`src/pbst_ram.sv`:
```
module pbst_ram #(
	parameter int unsigned WIDTH = 8,
	parameter int unsigned DEPTH = 16
) (
	input  logic                     clk,
	input  logic                     we,
	input  logic [$clog2(DEPTH)-1:0] waddr,
	input  logic [WIDTH-1:0]         wdata,
	input  logic [$clog2(DEPTH)-1:0] raddr,
	output logic [WIDTH-1:0]         rdata
);
	logic [WIDTH-1:0] mem_q [DEPTH];

	// One write port and one registered read port.
	always_ff @(posedge clk) begin
		if (we) begin
			mem_q[waddr] <= wdata;
		end
		rdata <= mem_q[raddr];
	end
endmodule

```
`config.mk`:
```
export PLATFORM = sky130hd
export DESIGN_NAME = pbst_ram
export DESIGN_NICKNAME = d
export VERILOG_FILES = /design/src/pbst_ram.sv
export SDC_FILE = /design/constraint.sdc
export NUM_CORES = 1
export LEC_CHECK = 0
export BUFFER_PORTS_ARGS = -buffer_cell sky130_fd_sc_hd__buf_4
export CORE_ASPECT_RATIO = 1.4
export CORE_MARGIN = 2
export CORE_UTILIZATION = 50
export CTS_BUF_LIST = sky130_fd_sc_hd__clkbuf_16
export DETAILED_ROUTE_END_ITERATION = 10
export PLACE_DENSITY_LB_ADDON = 0.1
export SYNTH_ARGS = -nofsm -noshare
export SYNTH_HDL_FRONTEND = slang
export SYNTH_SLANG_ARGS = --single-unit
```
`constraint.sdc`:
```
create_clock -name clk -period 1.6 [get_ports clk]
set_input_delay 0.08 -clock clk [delete_from_list [all_inputs] [get_ports clk]]
set_output_delay 0.08 -clock clk [all_outputs]
set_load 0.01 [all_outputs]
```
Word-level counts from Yosys, hierarchy flattened
Memory sizes are Yosys's and may differ from the RTL's. A register that Yosys moved wholly into a read port is not among the register bits. Cells that the tools add are included.

Multiplexer cells: 2.

Operators with widths (number): 1-bit two-way mux (2).

Bits in registers: 0. RAM bits: 128. Input bits: 18. Output and inout bits: 8. Word-level logic and storage cells: 3. Memories: 1.

Memories: mem_q (words 16, bits a word 8, rd ports 1, clocked after Yosys merged registers in 1, write ports 1, line 12) `logic [WIDTH-1:0] mem_q [DEPTH];`.

Longest topological paths before layout
Depth after elaboration: 2. Depth in mapped cells: 5.

Worst setup path after synthesis
Ideal clock, no wire load.

Path kind: input port to flip-flop. Start: input port waddr[2]. End: memory mem_q[0][0], enable pin. Setup time: 0.383 ns. Data arrival time: 1.190 ns. Required time: 1.217 ns. Path slack: 0.027 ns. Stages on the path: 2. Cells stage by stage: or3b_2 -> nor3_1.

RTL lines: from (decl) (line 7) `input logic [$clog2(DEPTH)-1:0] waddr,`; to (decl) (line 12).

Straight into the memory's write port.

==> summary.md <==
| Metric | Value |
|---|---|
| RSZ-0062 raised after global routing | no |
| Synth Area per Inst | 22.5 um2 |
| Post-DR wirelength/cell | about 22 um |
| # setup viols final | 0 |
| First-pass GRT wire length | ~15000 um |
| Max-cap violations | 0 |
| Syn_nets | 247 |
| DRT iter0 DRCs | between 150 and 200 |
| #FFs+latches synth | 136 |
| DRC Markers | 0 |
| Most area-consuming cells after synthesis | edfxtp_1 75%, mux4_2 7.9%, mux4_1 7.1%, dfxtp_1 3.1%, a22oi_1 2.3% |
| Die W | 89.8 um |
| Area share of the largest cell type after synthesis | 74.7% |
| Total number of yosys warnings | 0 |
| Largest area contributor in the netlist | edfxtp_1 |
| Worst setup margin | about 0.26 ns |
| Die H | between 100 and 150 um |
| Logic pwr share | between 4 and 5% |
| Worst Path Required | roughly 1.9 ns |
| Num CTS Buffers | 17 |
| H-tree lvl count | 4 |
| Simple-gate share of the synthesized area | 3.18% |
| Row count | 43 |
| Diodes inserted | 0 |
| Initial antenna violation count | 0 |
| Clk sinks | roughly 140 |
| Post-Synth XOR/XNOR Area | 0% |
| Routed wire length | 9790 um |
| Sw Ratio | 18.5% |
| Power Density | 1360 nW/um2 |
| I/O Buffers | 25 |
| Fmax | 748 MHz |
| Tcrit/Tclk final | 83.5% |
| Initial core utilization | 51.7% |
| Worst setup SP type | flip-flop |
| Pin slew with the least headroom to its limit | 0.403 ns |
| Routed Antenna Nets | 0 |
| Number of global-route vias before repair | 2630 |
| Mapped Area | 5150 um2 |
| Filler cells | 673 |
| Sw power | 1.61 mW |
| CORE AREA | approximately 10000 um2 |
| Fraction of the mapped netlist area in compound gates | 2.33% |
| Vias | 2491 |
| Max FO, Critical Path | 1 |
| Final Critical Period | 1.34 ns |
| Grt ovf | 0 |
| Hold/Removal Path Class | input pin to flip-flop |
| Clock Path Buffers | 2 |
| Count of final hold-check violations | 0 |
| Seq/Total Area, Yosys | 77.8% |
| Status | finished clean |
| Fin util | 64.5% |
| CP Capture Type | flip-flop |
| Cell internal pwr | 7.10 mW |
| Setup_tns | 0 ns |
| Full die area | 11100 um2 |
| Dpl ws | 0.164 ns |
| Mux contribution to synthesized area | 15.0% |
| Worst Skew | 0.00374 ns |
| GRT Overall Usage | between 10% and 20% |
| Share of layout cells above drive strength 1 | between 30% and 40% |
| Largest family of logic cells by synthesized area | multiplexers |
| Data arrival time of the critical path | ~1.6 ns |
| Drt first pass iters | 4 |
| Max VDD drop | 842 uV |
| Synth cell types | 19 |
| CTS Root Cell | clkbuf_16 |
| Sequential fraction of design power | 46.0% |
| DR vias/cell | 5.55 |
| Nets | 319 |
| # IOs | 26 |
| Max Transition Viols Final | 0 |
| Leak | 2.25 nW |
| CTS tree | yes |
| Clk pin slew, worst setup/hold paths | about 0.06 ns |
| Rel. slew slack | 73.1% |
| HPWL after DPL | 6480 um |
| Clk_lat worst skew | 0.41 ns |
| Clock network power share | 49.0% |
| Crit Path Class | flip-flop to flip-flop |
| Largest net degree at the start of global routing | 19 |
| Adder-Cell Fraction of Synth Area | 0% |
| Layout area overhead | 24.7% |
| RD Place Congestion | 0.819 |
| Reg area | 4000 um2 |
| Multi-input logic area | 1060 um2 |
| Synth Instances | 229 |
[final timing paths]
path	start	to	slack, ns	depth (start not counted)
hold reg to reg	mem_q[11][1]	rdata[1]	0.67	3
setup reg to reg	mem_q[1][2]	rdata[2]	0.26	3
setup / recovery	mem_q[1][2]	rdata[2]	0.26	3
hold / removal	raddr[1]	rdata[0]	0.15	4
[flip-flops by register name (all words and copies together), names as in the netlist]
| name | count |
|---|---|
| rdata | 8 |
| mem_q | 128 |
[timing repair]
item | CTS | global route
endpoints found under the hold margin | 128 | 0
hold buffers | 8 | 0
setup buffers | 0 | 0
gates resized for setup | 0 | 0
endpoints found under the setup margin | 0 | 0
[cell usage in the layout, fill, tap and decap left out, drive strengths merged]
cell / instances
and2b: 1
clkbuf: 17
clkinv: 7
inv: 1
and2: 1
nand2: 9
nand3: 1
dlygate4sd3: 8
edfxtp: 128
nor2b: 1
bufinv: 6
or3b: 1
clkinvlp: 1
nand2b: 2
dfxtp: 8
nand3b: 2
mux4: 32
nor2: 13
buf: 55
a22oi: 16
nor3: 4
[cells in the mapped netlist (all sizes together)]
library cell and instances:
a22oi 16, clkdlybuf4s25 3, edfxtp 128, or3b 1, nand2b 2, nor2 13, nand3 1, and2 1
and2b 1, nor2b 1, dfxtp 8, buf 7, mux4 32, nand3b 2, nor3 4, nand2 9
[kinds of logic after synthesis]
logic type,count (synthesis)
DFF,136
and+or+nand+nor,35
AOI/OAI and AO/OA,16
buffers and inverters,10
muxes,32
[critical path, stage by stage, from the launching register on]
cell      delay, ns
edfxtp_1       0.36
mux4_1         0.52
a22oi_1        0.26
nand2_1        0.09
[power by group through the flow]
| stage | combinational [mW] | sequential (mW) | clock (mW) |
|---|---|---|---|
| 4_1_cts | 0.440 | 4.01 | 4.34 |
| 2_1_floorplan | 0.202 | 4.09 | 0 |
| 3_5_place_dp | 0.422 | 4.08 | 0 |
| 3_3_place_gp | 0.416 | 4.08 | 0 |
| 6_report | 0.430 | 4.01 | 4.27 |
| 5_1_grt | 0.465 | 4.01 | 4.49 |
[area by class of cell]
cell class                 count  area share (%)
tap                          135            2.63
clock buffer                  17            6.63
clock inverter                15            3.63
sequential                   136            62.4
multi-input combinational     83            16.5
timing repair buffer          63            8.27
[metrics by stage]
stage	hold slack (ns)	instances	instance area [um2]	total power, mW
after global placement	0.382	409	5680	4.50
after detailed placement	0.394	409	5680	4.50
after CTS	0.133	449	6420	8.79
after global routing	0.158	449	6420	8.96
after floorplan	0.179	229	5150	4.29
final	0.154	449	6420	8.71
[routing by layer]
layer / vias to the layer above / track usage [%] / part of all wire (%)
met2: 71 / 32.5 / 51
met5: - / 0 / 0
met3: 16 / 5.57 / 4.6
met4: 0 / 8.94 / 2.2
met1: 1287 / 23.9 / 42
li1: 1117 / - / -
Note: power is estimated with default switching activity, not from simulation.
